===== src/rtl/ktc_pkg.sv =====
package ktc_pkg;

  localparam int NUM_KEYS    = 26;
  localparam int COORD_W     = 12;
  localparam int RANGE_UNITS = 50;

  localparam int FUNC_W    = 2;
  localparam int LETTER_W  = 5;
  localparam int CFG_W     = 10;
  localparam int CFG_IDX_W = 2;
  localparam int DIST_W    = 13;
  localparam int KIND_W    = 2;

  localparam int KIDX_W  = (NUM_KEYS > 1) ? $clog2(NUM_KEYS) : 1;
  localparam int QBITS   = $clog2(RANGE_UNITS + 1);
  localparam int NUM_W   = COORD_W + QBITS;
  localparam int LIM_W   = CFG_W + $clog2(RANGE_UNITS + 2);
  localparam int CMP_W   = (NUM_W > LIM_W) ? NUM_W : LIM_W;
  localparam int MV_W    = ((COORD_W > CFG_W) ? COORD_W : CFG_W) + 1;
  localparam int SQ_W    = 2 * QBITS + 1;
  localparam int STEP_W  = $clog2(QBITS + 2);

  localparam int CMDQ_DEPTH = 4;
  localparam int RESQ_DEPTH = 2;

  localparam logic [FUNC_W-1:0] FUNC_SET   = 2'd0;
  localparam logic [FUNC_W-1:0] FUNC_TOUCH = 2'd1;
  localparam logic [FUNC_W-1:0] FUNC_EXACT = 2'd2;
  localparam logic [FUNC_W-1:0] FUNC_CLEAR = 2'd3;

  localparam logic [CFG_IDX_W-1:0] CFG_MOVE  = 2'd0;
  localparam logic [CFG_IDX_W-1:0] CFG_STILL = 2'd1;
  localparam logic [CFG_IDX_W-1:0] CFG_EXCL  = 2'd2;

  localparam logic [CFG_W-1:0] MOVE_RST  = 10'd8;
  localparam logic [CFG_W-1:0] STILL_RST = 10'd2;
  localparam logic [CFG_W-1:0] EXCL_RST  = 10'd50;

  localparam logic [KIND_W-1:0] KIND_NONE    = 2'd0;
  localparam logic [KIND_W-1:0] KIND_STILL   = 2'd1;
  localparam logic [KIND_W-1:0] KIND_PERFECT = 2'd2;

  typedef enum logic [1:0] {
    OP_SET,
    OP_TOUCH,
    OP_EXACT,
    OP_CLEAR
  } op_e;

  typedef struct packed {
    op_e                op;
    logic [KIDX_W-1:0]  idx;
    logic [COORD_W-1:0] x;
    logic [COORD_W-1:0] y;
  } cmd_t;

  typedef struct packed {
    logic [LETTER_W-1:0] key_index;
    logic                in_range;
    logic [DIST_W-1:0]   distance;
    logic                move_up;
    logic                move_down;
    logic                move_left;
    logic                move_right;
    logic [KIND_W-1:0]   move_kind;
    logic                last;
  } res_t;

endpackage


===== src/rtl/key_touch_classifier.sv =====
// Key touch classifier.
// Input queue side: drive func_i, letter_i, pos_x_i, pos_y_i and raise push;
// a beat is taken when push is high and full is low. A four-deep command
// queue sits behind the decoder, so items are taken while earlier ones run.
// Set key and clear history give no result; an exact letter gives one
// result; a touch gives one result per key in key order, last set on the
// final one. Set and exact with a letter outside the table are dropped.
// Result side: the oldest result is on the ports while empty is low and is
// taken on pop. A two-deep result queue lets the engine run ahead by two.
// A command leaves the queue while the engine is idle and the result queue
// is not full. A touch starts in the idle state; per key, the load state
// reads and range-checks the key table, the divide state runs when the key
// is in range (six quotient bits, two a cycle), and the push state posts
// the result. Config writes (cfg_ready_o always high) are for the user to
// make only while the block is idle; the block does not enforce this.
// Reset empties both queues, zeroes the key table and history, and loads
// the registers with 8, 2 and 50. A stalled receiver holds the engine.
module key_touch_classifier (
  input  logic                          clk_i,
  input  logic                          rst_ni,
  input  logic                          push,
  output logic                          full,
  input  logic [ktc_pkg::FUNC_W-1:0]    func_i,
  input  logic [ktc_pkg::LETTER_W-1:0]  letter_i,
  input  logic [ktc_pkg::COORD_W-1:0]   pos_x_i,
  input  logic [ktc_pkg::COORD_W-1:0]   pos_y_i,
  output logic                          empty,
  input  logic                          pop,
  output logic [ktc_pkg::LETTER_W-1:0]  key_index_o,
  output logic                          in_range_o,
  output logic [ktc_pkg::DIST_W-1:0]    distance_o,
  output logic                          move_up_o,
  output logic                          move_down_o,
  output logic                          move_left_o,
  output logic                          move_right_o,
  output logic [ktc_pkg::KIND_W-1:0]    move_kind_o,
  output logic                          last_o,
  input  logic                          cfg_valid_i,
  output logic                          cfg_ready_o,
  input  logic [ktc_pkg::CFG_IDX_W-1:0] cfg_index_i,
  input  logic [ktc_pkg::CFG_W-1:0]     cfg_data_i
);
  import ktc_pkg::*;

  logic q_full, q_push, q_empty, q_pop;
  cmd_t q_in, q_out;
  res_t res;

  assign cfg_ready_o = 1'b1;

  ktc_front u_front (
    .push     (push),
    .full     (full),
    .func_i   (func_i),
    .letter_i (letter_i),
    .pos_x_i  (pos_x_i),
    .pos_y_i  (pos_y_i),
    .q_full_i (q_full),
    .q_push_o (q_push),
    .q_cmd_o  (q_in)
  );

  ktc_cmdq u_cmdq (
    .clk_i   (clk_i),
    .rst_ni  (rst_ni),
    .push_i  (q_push),
    .cmd_i   (q_in),
    .full_o  (q_full),
    .pop_i   (q_pop),
    .empty_o (q_empty),
    .cmd_o   (q_out)
  );

  ktc_back u_back (
    .clk_i       (clk_i),
    .rst_ni      (rst_ni),
    .cfg_we_i    (cfg_valid_i && cfg_ready_o),
    .cfg_index_i (cfg_index_i),
    .cfg_data_i  (cfg_data_i),
    .cmd_empty_i (q_empty),
    .cmd_i       (q_out),
    .cmd_pop_o   (q_pop),
    .empty       (empty),
    .pop         (pop),
    .res_o       (res)
  );

  assign key_index_o  = res.key_index;
  assign in_range_o   = res.in_range;
  assign distance_o   = res.distance;
  assign move_up_o    = res.move_up;
  assign move_down_o  = res.move_down;
  assign move_left_o  = res.move_left;
  assign move_right_o = res.move_right;
  assign move_kind_o  = res.move_kind;
  assign last_o       = res.last;

endmodule


===== src/rtl/ktc_front.sv =====
module ktc_front (
  input  logic                         push,
  output logic                         full,
  input  logic [ktc_pkg::FUNC_W-1:0]   func_i,
  input  logic [ktc_pkg::LETTER_W-1:0] letter_i,
  input  logic [ktc_pkg::COORD_W-1:0]  pos_x_i,
  input  logic [ktc_pkg::COORD_W-1:0]  pos_y_i,
  input  logic                         q_full_i,
  output logic                         q_push_o,
  output ktc_pkg::cmd_t                q_cmd_o
);
  import ktc_pkg::*;

  logic letter_ok;
  logic keep;

  assign letter_ok = 32'(letter_i) < NUM_KEYS;

  // bad letters for set and exact are dropped here
  always_comb begin
    q_cmd_o.idx = KIDX_W'(letter_i);
    q_cmd_o.x   = pos_x_i;
    q_cmd_o.y   = pos_y_i;
    keep        = 1'b1;
    case (func_i)
      FUNC_SET: begin
        q_cmd_o.op = OP_SET;
        keep       = letter_ok;
      end
      FUNC_TOUCH: q_cmd_o.op = OP_TOUCH;
      FUNC_EXACT: begin
        q_cmd_o.op = OP_EXACT;
        keep       = letter_ok;
      end
      default: q_cmd_o.op = OP_CLEAR;
    endcase
  end

  assign full     = q_full_i;
  assign q_push_o = push && !q_full_i && keep;

endmodule


===== src/rtl/ktc_cmdq.sv =====
module ktc_cmdq (
  input  logic          clk_i,
  input  logic          rst_ni,
  input  logic          push_i,
  input  ktc_pkg::cmd_t cmd_i,
  output logic          full_o,
  input  logic          pop_i,
  output logic          empty_o,
  output ktc_pkg::cmd_t cmd_o
);
  import ktc_pkg::*;

  localparam int PW = $clog2(CMDQ_DEPTH);
  localparam int CW = $clog2(CMDQ_DEPTH + 1);

  cmd_t          mem_q [CMDQ_DEPTH];
  logic [PW-1:0] wp_q, rp_q;
  logic [CW-1:0] cnt_q;
  logic          do_push, do_pop;

  assign full_o  = cnt_q == CW'(CMDQ_DEPTH);
  assign empty_o = cnt_q == '0;
  assign do_push = push_i && !full_o;
  assign do_pop  = pop_i && !empty_o;
  assign cmd_o   = mem_q[rp_q];

  always_ff @(posedge clk_i) begin
    if (do_push) begin
      mem_q[wp_q] <= cmd_i;
    end
  end

  always_ff @(posedge clk_i or negedge rst_ni) begin
    if (!rst_ni) begin
      wp_q  <= '0;
      rp_q  <= '0;
      cnt_q <= '0;
    end else begin
      if (do_push) begin
        wp_q <= wp_q + 1'b1;
      end
      if (do_pop) begin
        rp_q <= rp_q + 1'b1;
      end
      if (do_push && !do_pop) begin
        cnt_q <= cnt_q + 1'b1;
      end else if (do_pop && !do_push) begin
        cnt_q <= cnt_q - 1'b1;
      end
    end
  end

endmodule


===== src/rtl/ktc_back.sv =====
module ktc_back (
  input  logic                          clk_i,
  input  logic                          rst_ni,
  input  logic                          cfg_we_i,
  input  logic [ktc_pkg::CFG_IDX_W-1:0] cfg_index_i,
  input  logic [ktc_pkg::CFG_W-1:0]     cfg_data_i,
  input  logic                          cmd_empty_i,
  input  ktc_pkg::cmd_t                 cmd_i,
  output logic                          cmd_pop_o,
  output logic                          empty,
  input  logic                          pop,
  output ktc_pkg::res_t                 res_o
);
  import ktc_pkg::*;

  localparam logic [1:0] ST_IDLE = 2'd0;
  localparam logic [1:0] ST_LOAD = 2'd1;
  localparam logic [1:0] ST_DIV  = 2'd2;
  localparam logic [1:0] ST_PUSH = 2'd3;

  localparam int RPW = (RESQ_DEPTH > 1) ? $clog2(RESQ_DEPTH) : 1;
  localparam int RCW = $clog2(RESQ_DEPTH + 1);
  localparam logic [KIDX_W-1:0] LAST_K = KIDX_W'(NUM_KEYS - 1);

  logic [CFG_W-1:0]   move_q, still_q, excl_q;
  logic [COORD_W-1:0] key_x_q [NUM_KEYS];
  logic [COORD_W-1:0] key_y_q [NUM_KEYS];
  logic [COORD_W-1:0] prev_x_q, prev_y_q, cur_x_q, cur_y_q;
  logic               have_prev_q;

  logic [1:0]         state_q, state_d;
  logic [KIDX_W-1:0]  k_q;
  logic [3:0]         mv_q, mv_d;
  logic [KIND_W-1:0]  kind_q, kind_d;
  logic               inr_q;
  logic [NUM_W-1:0]   rx_q, ry_q, ds_q;
  logic [QBITS-1:0]   qx_q, qy_q;
  logic [STEP_W-1:0]  cnt_q;

  res_t               rq_mem_q [RESQ_DEPTH];
  logic [RPW-1:0]     rq_wp_q, rq_rp_q;
  logic [RCW-1:0]     rq_cnt_q;
  logic               rq_full, rq_push, rq_pop;
  res_t               rq_data;

  // motion
  logic [MV_W-1:0]    mx, my, px, py, ms, ss;
  logic [COORD_W-1:0] adx, ady;

  // per key front of the divide
  logic [COORD_W-1:0] kx, ky, magx, magy;
  logic [NUM_W-1:0]   nx, ny, dsh;
  logic [CFG_W-1:0]   dv;
  logic [CMP_W-1:0]   lim;
  logic               unassigned, inr_d;

  // divide steps
  logic [NUM_W-1:0]   rx_s, ry_s, ds_s;
  logic [QBITS-1:0]   qx_s, qy_s;
  logic               div_done;
  logic [SQ_W-1:0]    sq;

  assign rq_full   = rq_cnt_q == RCW'(RESQ_DEPTH);
  assign empty     = rq_cnt_q == '0;
  assign rq_pop    = pop && !empty;
  assign res_o     = rq_mem_q[rq_rp_q];
  assign cmd_pop_o = (state_q == ST_IDLE) && !cmd_empty_i && !rq_full;

  always_comb begin
    mx  = MV_W'(cmd_i.x);
    my  = MV_W'(cmd_i.y);
    px  = MV_W'(prev_x_q);
    py  = MV_W'(prev_y_q);
    ms  = MV_W'(move_q);
    ss  = MV_W'(still_q);
    adx = (cmd_i.x >= prev_x_q) ? cmd_i.x - prev_x_q : prev_x_q - cmd_i.x;
    ady = (cmd_i.y >= prev_y_q) ? cmd_i.y - prev_y_q : prev_y_q - cmd_i.y;
    mv_d   = '0;
    kind_d = KIND_NONE;
    if (have_prev_q) begin
      // order: up, down, left, right
      mv_d[0] = (my + ms < py) && !(my > py + ms);
      mv_d[1] = my > py + ms;
      mv_d[2] = (mx + ms < px) && !(mx > px + ms);
      mv_d[3] = mx > px + ms;
      if (MV_W'(adx) <= ss && MV_W'(ady) <= ss) begin
        mv_d   = '0;
        kind_d = KIND_STILL;
      end
    end
  end

  always_comb begin
    kx         = key_x_q[k_q];
    ky         = key_y_q[k_q];
    magx       = (cur_x_q >= kx) ? cur_x_q - kx : kx - cur_x_q;
    magy       = (cur_y_q >= ky) ? cur_y_q - ky : ky - cur_y_q;
    nx         = NUM_W'(magx) * NUM_W'(RANGE_UNITS);
    ny         = NUM_W'(magy) * NUM_W'(RANGE_UNITS);
    dv         = (excl_q == '0) ? CFG_W'(1) : excl_q;
    lim        = CMP_W'(dv) * CMP_W'(RANGE_UNITS + 1);
    dsh        = NUM_W'(dv) << (QBITS - 1);
    unassigned = (kx == '0) && (ky == '0);
    inr_d      = !unassigned && (CMP_W'(nx) < lim) && (CMP_W'(ny) < lim);
  end

  // two restoring steps a cycle, quotient known to fit QBITS
  always_comb begin
    rx_s = rx_q;
    ry_s = ry_q;
    ds_s = ds_q;
    qx_s = qx_q;
    qy_s = qy_q;
    for (int s = 0; s < 2; s++) begin
      if (int'(cnt_q) + s < QBITS) begin
        if (rx_s >= ds_s) begin
          rx_s = rx_s - ds_s;
          qx_s = QBITS'({qx_s, 1'b1});
        end else begin
          qx_s = QBITS'({qx_s, 1'b0});
        end
        if (ry_s >= ds_s) begin
          ry_s = ry_s - ds_s;
          qy_s = QBITS'({qy_s, 1'b1});
        end else begin
          qy_s = QBITS'({qy_s, 1'b0});
        end
        ds_s = ds_s >> 1;
      end
    end
    div_done = int'(cnt_q) + 2 >= QBITS;
  end

  assign sq = SQ_W'(qx_q) * SQ_W'(qx_q) + SQ_W'(qy_q) * SQ_W'(qy_q);

  always_comb begin
    rq_push = 1'b0;
    rq_data = '0;
    state_d = state_q;
    case (state_q)
      ST_IDLE: begin
        if (cmd_pop_o) begin
          if (cmd_i.op == OP_EXACT) begin
            rq_push            = 1'b1;
            rq_data.key_index  = LETTER_W'(cmd_i.idx);
            rq_data.in_range   = 1'b1;
            rq_data.move_kind  = KIND_PERFECT;
            rq_data.last       = 1'b1;
          end else if (cmd_i.op == OP_TOUCH) begin
            state_d = ST_LOAD;
          end
        end
      end
      ST_LOAD: state_d = inr_d ? ST_DIV : ST_PUSH;
      ST_DIV: begin
        if (div_done) begin
          state_d = ST_PUSH;
        end
      end
      default: begin
        if (!rq_full) begin
          rq_push            = 1'b1;
          rq_data.key_index  = LETTER_W'(k_q);
          rq_data.in_range   = inr_q;
          rq_data.distance   = inr_q ? DIST_W'(sq) : '0;
          rq_data.move_up    = mv_q[0];
          rq_data.move_down  = mv_q[1];
          rq_data.move_left  = mv_q[2];
          rq_data.move_right = mv_q[3];
          rq_data.move_kind  = kind_q;
          rq_data.last       = k_q == LAST_K;
          state_d            = (k_q == LAST_K) ? ST_IDLE : ST_LOAD;
        end
      end
    endcase
  end

  always_ff @(posedge clk_i or negedge rst_ni) begin
    if (!rst_ni) begin
      move_q      <= MOVE_RST;
      still_q     <= STILL_RST;
      excl_q      <= EXCL_RST;
      prev_x_q    <= '0;
      prev_y_q    <= '0;
      have_prev_q <= 1'b0;
      state_q     <= ST_IDLE;
      k_q         <= '0;
      for (int i = 0; i < NUM_KEYS; i++) begin
        key_x_q[i] <= '0;
        key_y_q[i] <= '0;
      end
    end else begin
      state_q <= state_d;
      if (cfg_we_i) begin
        case (cfg_index_i)
          CFG_MOVE:  move_q  <= cfg_data_i;
          CFG_STILL: still_q <= cfg_data_i;
          CFG_EXCL:  excl_q  <= cfg_data_i;
          default: ;
        endcase
      end
      if (cmd_pop_o) begin
        case (cmd_i.op)
          OP_SET: begin
            key_x_q[cmd_i.idx] <= cmd_i.x;
            key_y_q[cmd_i.idx] <= cmd_i.y;
          end
          OP_TOUCH: begin
            prev_x_q    <= cmd_i.x;
            prev_y_q    <= cmd_i.y;
            have_prev_q <= 1'b1;
            k_q         <= '0;
          end
          OP_EXACT: begin
            prev_x_q    <= key_x_q[cmd_i.idx];
            prev_y_q    <= key_y_q[cmd_i.idx];
            have_prev_q <= 1'b1;
          end
          default: begin
            prev_x_q    <= '0;
            prev_y_q    <= '0;
            have_prev_q <= 1'b0;
          end
        endcase
      end
      if (state_q == ST_PUSH && !rq_full && k_q != LAST_K) begin
        k_q <= k_q + 1'b1;
      end
    end
  end

  always_ff @(posedge clk_i) begin
    if (cmd_pop_o && cmd_i.op == OP_TOUCH) begin
      cur_x_q <= cmd_i.x;
      cur_y_q <= cmd_i.y;
      mv_q    <= mv_d;
      kind_q  <= kind_d;
    end
    if (state_q == ST_LOAD) begin
      inr_q <= inr_d;
      rx_q  <= nx;
      ry_q  <= ny;
      ds_q  <= dsh;
      qx_q  <= '0;
      qy_q  <= '0;
      cnt_q <= '0;
    end else if (state_q == ST_DIV) begin
      rx_q  <= rx_s;
      ry_q  <= ry_s;
      ds_q  <= ds_s;
      qx_q  <= qx_s;
      qy_q  <= qy_s;
      cnt_q <= cnt_q + STEP_W'(2);
    end
    if (rq_push) begin
      rq_mem_q[rq_wp_q] <= rq_data;
    end
  end

  always_ff @(posedge clk_i or negedge rst_ni) begin
    if (!rst_ni) begin
      rq_wp_q  <= '0;
      rq_rp_q  <= '0;
      rq_cnt_q <= '0;
    end else begin
      if (rq_push) begin
        rq_wp_q <= rq_wp_q + 1'b1;
      end
      if (rq_pop) begin
        rq_rp_q <= rq_rp_q + 1'b1;
      end
      if (rq_push && !rq_pop) begin
        rq_cnt_q <= rq_cnt_q + 1'b1;
      end else if (rq_pop && !rq_push) begin
        rq_cnt_q <= rq_cnt_q - 1'b1;
      end
    end
  end

  assert property (@(posedge clk_i) disable iff (!rst_ni)
    rq_cnt_q <= RCW'(RESQ_DEPTH))
    else $error("result queue overfilled");

  assert property (@(posedge clk_i) disable iff (!rst_ni)
    (state_q == ST_PUSH && !rq_full && k_q == LAST_K) |=> state_q == ST_IDLE)
    else $error("touch sweep did not end after last key");

  assert property (@(posedge clk_i) disable iff (!rst_ni)
    (!empty && !res_o.in_range) |-> res_o.distance == '0)
    else $error("out of range result with distance");

  assert property (@(posedge clk_i) disable iff (!rst_ni)
    (!empty && res_o.move_kind == KIND_PERFECT) |->
      (res_o.last && !res_o.move_up && !res_o.move_down &&
       !res_o.move_left && !res_o.move_right))
    else $error("perfect result malformed");

  assert property (@(posedge clk_i) disable iff (!rst_ni)
    (state_q == ST_DIV) |=> (state_q == ST_DIV || state_q == ST_PUSH))
    else $error("divide left early");

endmodule

===== config.mk =====
export PLATFORM = sky130hd
export DESIGN_NAME = key_touch_classifier
export DESIGN_NICKNAME = d
export VERILOG_FILES = /design/src/rtl/ktc_pkg.sv /design/src/rtl/key_touch_classifier.sv /design/src/rtl/ktc_front.sv /design/src/rtl/ktc_cmdq.sv /design/src/rtl/ktc_back.sv
export SDC_FILE = /design/constraint.sdc
export NUM_CORES = 2
export LEC_CHECK = 0
export ABC_CLOCK_PERIOD_IN_PS = 10800
export BUFFER_PORTS_ARGS = -buffer_cell sky130_fd_sc_hd__buf_2
export CAP_MARGIN = 20
export CELL_PAD_IN_SITES_DETAIL_PLACEMENT = 0
export CELL_PAD_IN_SITES_GLOBAL_PLACEMENT = 1
export CORE_ASPECT_RATIO = 0.7
export CORE_MARGIN = 3
export CORE_UTILIZATION = 51
export DETAILED_ROUTE_END_ITERATION = 8
export PLACE_DENSITY = 0.89
export SYNTH_ARGS = -nofsm -noshare
export SYNTH_HDL_FRONTEND = slang
export SYNTH_SLANG_ARGS = --single-unit

===== constraint.sdc =====
create_clock -name clk_i -period 10.8 [get_ports clk_i]
set_clock_uncertainty 0.05 [all_clocks]
set_input_delay 0.54 -clock clk_i [delete_from_list [all_inputs] [get_ports clk_i]]
set_output_delay 0.54 -clock clk_i [all_outputs]
set_load 0.01 [all_outputs]

# Word level (Yosys, flattened, before mapping)
# Memories as Yosys holds them, arrays and structs flattened.
# Index checks and enable logic that the tools add are counted.
[word_totals] regBits=797 elab_cells=306 in_bits=48 ramBits=176 out_inout_bits=29 mem_count=2
[op_classes] addsub=29 muxes=83 order_cmp=23 n_reduce_logical=60 mul=5 n_eq_ne=18 bitwise=4
[memory_table] name="u_cmdq.mem_q" depth=4 word_bits=31 read_ports=1 rd_ports_with_merged_regs=0 write_ports=1 line="ktc_cmdq.sv:16" source="cmd_t mem_q [CMDQ_DEPTH];"
[memory_table] name="u_back.rq_mem_q" depth=2 word_bits=26 read_ports=1 rd_ports_with_merged_regs=0 write_ports=1 line="ktc_back.sv:40" source="res_t rq_mem_q [RESQ_DEPTH];"
[ops] op="bitwise mux 312 bit" count=2
[ops] op="2-to-1 mux 18 bit" count=14
[ops] op="binary-select mux 12 bit (select 5 bit)" count=4
[ops] op="2-to-1 mux 12 bit" count=13
[ops] op="subtractor 12 bit" count=8
[ops] op="greater-or-equal comparator 18 bit" count=4
[ops] op="one-hot mux 12 bit (3 select lines)" count=2
[ops] op="subtractor 18 bit" count=4
[ops] op="demux 12 bit (select 5 bit)" count=1
[ops] op="adder 12 x 10 -> 13 bit" count=4
[ops] op="greater-or-equal comparator 12 bit" count=4
[ops] op="less-than comparator 18 x 16 -> 1 bit" count=2
[ops] op="2-to-1 mux 6 bit" count=6
[ops] op="multiplier 12 x 5 -> 17 bit, second input constant" count=2
[ops] op="greater-or-equal comparator 32 x 4 -> 1 bit, second input constant" count=1
[ops] op="less-than comparator 32 x 4 -> 1 bit, second input constant" count=1
[ops] op="2-to-1 mux 15 bit" count=2
[ops] op="greater-than comparator 12 x 13 -> 1 bit" count=2
[ops] op="less-than comparator 13 x 12 -> 1 bit" count=2
[ops] op="2-to-1 mux 26 bit" count=1
[ops] op="<= comparator 12 x 10 -> 1 bit" count=2
[ops] op="zero test 12 bit" count=2
[ops] op="multiplier 6 x 6 -> 12 bit" count=2
[ops] op="logical AND 1 bit" count=21
[ops] op="other kinds (45)" count=116

# Depth between registers and ports, before layout
[depth] depth_word=12 ltp_mapped=45 mapped_depth_nobuf=39

# Cells and area by module
# Synthesis repeated with hierarchy kept, for this count alone.
[unflattened] cells_unflattened=5381 area_unflattened_um2=63333.2
[modules_own_cells] mod="ktc_back" seq_area_each_um2=21536.9 cells_each=5145 area_each_um2=58123.2 n_inst=1
[modules_own_cells] mod="ktc_cmdq" seq_area_each_um2=3898.7 cells_each=198 area_each_um2=4944.7 n_inst=1
[modules_own_cells] mod="ktc_front" seq_area_each_um2=0.0 cells_each=36 area_each_um2=254.0 n_inst=1
[modules_own_cells] mod="key_touch_classifier" seq_area_each_um2=0.0 cells_each=2 area_each_um2=11.3 n_inst=1

# Worst setup path after synthesis
# Ideal clock, no wire load.
[synth_path] path_kind="flip-flop to flip-flop" from="reg u_back.k_q[0]" to="reg u_back.state_q[0]" t_arrival_ps=8401 setup_time_ps=129 period_less_slack_ps=8580 stages_incl_launch_ff=42 n_path_buf=6 t_required_ps=10621 slack_ps=2220 cell_sequence="dfrtp_1 buf_6 buf_6 buf_6 buf_4 buf_2 mux4_2 a221oi_1 a21oi_1 ha_1 nand2_1 o21ai_1 a2111oi_0 nor3_1 a21o_1 a211oi_1 nor2_1 buf_2 (+6 left out) inv_1 ha_1 o21ai_0 nor2_1 o21a_1 nor2_1 xnor2_1 ha_1 a21o_1 a21o_1 a21o_1 a21oi_1 nor2b_1 a2111oi_0 o21ai_0 nor4b_4 o21a_1 o31ai_2"
[synth_between] elab_chain_cells=12 word_cells_on_any_way=30 classes_between="add/sub: 4; mul: 2; order compare: 4; eq/ne: 1; mux: 12; bitwise: 1; reduce/logical: 6"
[synth_rtl] element="start, declared" line="ktc_back.sv:32" source="logic [KIDX_W-1:0] k_q;"
[synth_rtl] element="start signal, assigned" line="ktc_back.sv:227" source="k_q <= k_q + 1'b1;"
[synth_rtl] element="inverter 5 -> 6 bit (not written as such) (*)" line="ktc_back.sv:94, ktc_back.sv:95"
[synth_rtl] element="binary-select mux 12 bit (select 5 bit)" line="ktc_back.sv:94" source="kx = key_x_q[k_q];"
[synth_rtl] element="2-to-1 mux 12 bit (not written as such) (2 in a row)" line="ktc_back.sv:94"
[synth_rtl] element="subtractor 12 bit or greater-or-equal comparator 12 bit (tied branches)" line="ktc_back.sv:96" source="magx = (cur_x_q >= kx) ? cur_x_q - kx : kx - cur_x_q;"
[synth_rtl] element="2-to-1 mux 12 bit" line="ktc_back.sv:96"
[synth_rtl] element="multiplier 12 x 5 -> 17 bit" line="ktc_back.sv:98" source="nx = NUM_W'(magx) * NUM_W'(RANGE_UNITS);"
[synth_rtl] element="less-than comparator 18 x 16 -> 1 bit" line="ktc_back.sv:104" source="inr_d = !unassigned && (CMP_W'(nx) < lim) && (CMP_W'(ny) < lim);"
[synth_rtl] element="logical AND 1 bit" line="ktc_back.sv:104"
[synth_rtl] element="logical AND 1 bit (*)" line="ktc_back.sv:104"
[synth_rtl] element="net u_back.inr_d" line="ktc_back.sv:55" source="logic unassigned, inr_d;"
[synth_rtl] element="2-to-1 mux 1 bit (*)" line="ktc_back.sv:154" source="ST_LOAD: state_d = inr_d ? ST_DIV : ST_PUSH;"
[synth_rtl] element="one-hot mux 2 bit (3 select lines) (*)" line="ktc_back.sv:140" source="case (state_q)"
[synth_rtl] element="end signal, assigned" line="ktc_back.sv:193" source="state_q <= state_d;"
[synth_rtl] element="end, declared" line="ktc_back.sv:31" source="logic [1:0] state_q, state_d;"
# Mark *: on every way through the listed nets, which the timed path passes. The rest lies on a longest branch. The select of a mux whose other input is x is not followed.
# A chain may end at the register's enable or synchronous reset.

# Worst setup path in the final report
# Same ends and word-level chain as after synthesis.

==> results.toml <==
[cts]
cts_made_buffers = 97
cts_sinks = 971
clk_latency_ns = 0.78
clk_path_buf_depth = 3
cts.htree.levels = 3
clockRootBuffer = "clkbuf_16"
cts.clk_slew.worst_paths_ns = 0.06
cts_tree = "built"

[hold_path]
hold_end = "u_back.move_q[8]$_DFFE_PN0P_"
min_from = "cfg_data_i[8]"
hold_path_class = "input pin to flip-flop"
min_path_cells = 2

[worst_setup_path]
max_stage_delay_ns = 0.84
worstPathMaxFanout = 44
cp_common_cell = "ha_1"
critical_path_arrival_ns = 10.74
r2r-end = "u_back.state_q[0]$_DFFE_PN0P_"
cp.required_ns = 11.31
r2r_start = "u_back.k_q[0]$_DFFE_PN0P_"
path_class = "flip-flop to flip-flop"
worstSetupStartpoint = "u_back.k_q[0]$_DFFE_PN0P_"
startpoint_type = "flip-flop"
r2r_cells = 34
endpoint_kind = "flip-flop"
critPathSlowestCell = "dfrtp_4"
rrSetupSlack_ns = 0.57

[yosys]
synth-seq-cells = 971
yosys_warnings = 0
synth_compound_area_share_pct = 15.8
ys_seq_area_share_pct = 40.5
synthXorXnorAreaFrac_pct = 2.70
synthAdderAreaFrac_pct = 11.5
synth_top_family_by_area = "compound AO/OA/AOI/OAI gates"
ys.flop_type = "dfrtp_1"
synth_simple_gate_area_share_pct = 12.6
ys_types = 90
syn-num-nets = 7067
synth_edf_count = 250
syn_inst = 6485
syn-cell-area_um2 = 62900
ys_async_sr_fraction_pct = 71.8
syn-mean-instance-area_um2 = 9.70
synth_mux_area_share_pct = 12.1

[finish]
nFillCells = 10400
final_layout_size_suffix_gt1_share_pct = 12.5
finish.instance_area_um2 = 68800
areaGrowthSynthToFinish_pct = 9.37
nets = 6999

[sta]
finalMaxSlewViolations = 0
rsz0062_at_grt = "no"
fmax_ghz = 0.0977
tns_ns = 0
holdWs_ns = 0.0458
report.final.setup_viol = 0
post-route-min-period_ns = 10.23
maxSlewHeadroom_pct = 14.2
tightest_slew_ns = 1.29
hold_violations = 0
fin_crit_sh_pct = 94.8

[detailed_routing]
finalWirelength_um = 213000
drt-vias-per-instance = 6.38
vias = 51900
drtIter0Drc = 7121
wl_per_cell_um = 26.2
drc = 0
ant_nets = 0
dr.pass1.iters = 6

[global_routing]
grt_max_degree = 160
grt-ovfl-total = 0
grt_antenna_before_repair = 11
grtUsageTotal_pct = 33.1
grt_pass1_vias = 49700
grt_pass1_wl_um = 319000

[place]
placed_area_um2 = 64900
post-dp-hpwl_um = 147000
gp_congestion = 0.945
portBuffers = 75

[die]
row_count = 107
die_w_um = 426
die_h_um = 300
die-area_um2 = 128000
coreArea_um2 = 122000
ioPinCount = 77
initial_core_util_pct = 51.6

[run_status]
run_status = "complete, no violations"

[run]
maxCapViolCount = 0
## worst max path at each step
stage	slack [ns]	endpoint	cells past startpoint
finish	0.57	u_back.state_q[0]$_DFFE_PN0P_	34
global route	0.05	u_back.state_q[0]$_DFFE_PN0P_	34
CTS	0.60	u_back.state_q[0]$_DFFE_PN0P_	33
detailed placement	0.68	u_back.state_q[0]$_DFFE_PN0P_	33
global placement	0.81	u_back.state_q[0]$_DFFE_PN0P_	34
floorplan	2.22	u_back.state_q[0]$_DFFE_PN0P_	41
## critical path, delay by kind of cell, from the launching register on
family	cells	cell delay [ns]
multiplexers	2	1.02
adder cells (fa/ha/maj)	7	2.05
flip-flops	1	0.84
AND/OR/NAND/NOR	2	0.49
AO/OA/AOI/OAI	16	4.29
XOR/XNOR	2	0.38
buffers and inverters	5	0.86
## flip-flops by register name (all words and copies together) (netlist names), 6 cells and up
name,flops
u_back.still_q,10
u_cmdq.mem_q,124
u_back.rq_mem_q,52
u_back.prev_y_q,12
u_back.key_y_q,312
u_back.cur_y_q,12
u_back.excl_q,10
u_back.ry_q,18
u_back.prev_x_q,12
u_back.rx_q,18
u_back.move_q,10
u_back.qx_q,6
u_back.cur_x_q,12
u_back.key_x_q,312
u_back.ds_q,18
u_back.qy_q,6
## cell usage after synthesis (all sizes together), types with 83 or more instances
cell | instances | area (µm²)
nand2 | 1256 | 4710
o21ai | 823 | 4120
dfrtp | 692 | 17300
ha | 457 | 5720
inv | 334 | 1250
clkbuf | 322 | 1210
a21oi | 311 | 1560
edfxtp | 250 | 7510
mux4 | 203 | 4570
nor2 | 186 | 698
mux2i | 151 | 1530
mux2 | 134 | 1510
xnor2 | 125 | 1090
buf | 97 | 543
a21o | 94 | 706
and3 | 83 | 519
## cell families after synthesis
family | after synthesis
fa+ha+maj | 534
mux | 488
simple gates | 1848
other cells | 1
buf+inv | 754
flops | 971
xor+xnor | 194
compound gates | 1695
## placed cells by master (no fill, tap or decap), types with 69 or more instances in the layout
cell type and n:
ha_1 455, mux4_2 203, a31oi_1 82, dfrtp_1 686, nor2_1 184, xnor2_1 125
xor2_1 69, o21ai_0 789, a21o_1 94, mux2_2 131, mux2i_1 147, nand2_1 1230
buf_4 132, buf_2 74, fa_1 77, clkbuf_16 99, edfxtp_1 250, and3_1 83
a21oi_1 311, inv_1 333
## layout make-up
type / instances / area, µm² / area share (%)
multi-input combinational: 4760 / 34700 / 50.5
sequential: 971 / 25500 / 37.0
clock buffer: 134 / 2730 / 3.97
tap: 1635 / 2050 / 2.97
timing repair buffer: 252 / 1930 / 2.81
inverter: 335 / 1260 / 1.83
clock inverter: 45 / 654 / 0.952
antenna: 3 / 7.51 / 0.0109
## per-layer routing
metal	track usage (%)	wire, µm	vias up
li1	-	-	22900
met1	48.2	89200	25300
met2	44.2	84100	3175
met3	13.7	32000	512
met4	11.1	7980	18
met5	0.606	223	-
## per-stage QoR
| step | util (%) | setup WS, ns | cells |
|---|---|---|---|
| final | 56.4 | 0.566 | 8135 |
| after global routing | 56.4 | 0.0495 | 8132 |
| after CTS | 56.3 | 0.599 | 8127 |
| after detailed placement | 53.2 | 0.681 | 7914 |
| after global placement | 53.2 | 0.810 | 7912 |
| after floorplan | - | 2.22 | 6485 |
## timing repair
action                                 4_1_cts  5_1_grt
resized for setup                            0        1
endpoints found under the hold margin      218        0
setup endpoints to repair                    0        1
buffers inserted                             0        0
hold buffers                                34        0
Power is left out: the tool's default activity adds up to more than one toggle a clock period on the data nets, which glitch-free logic cannot reach.
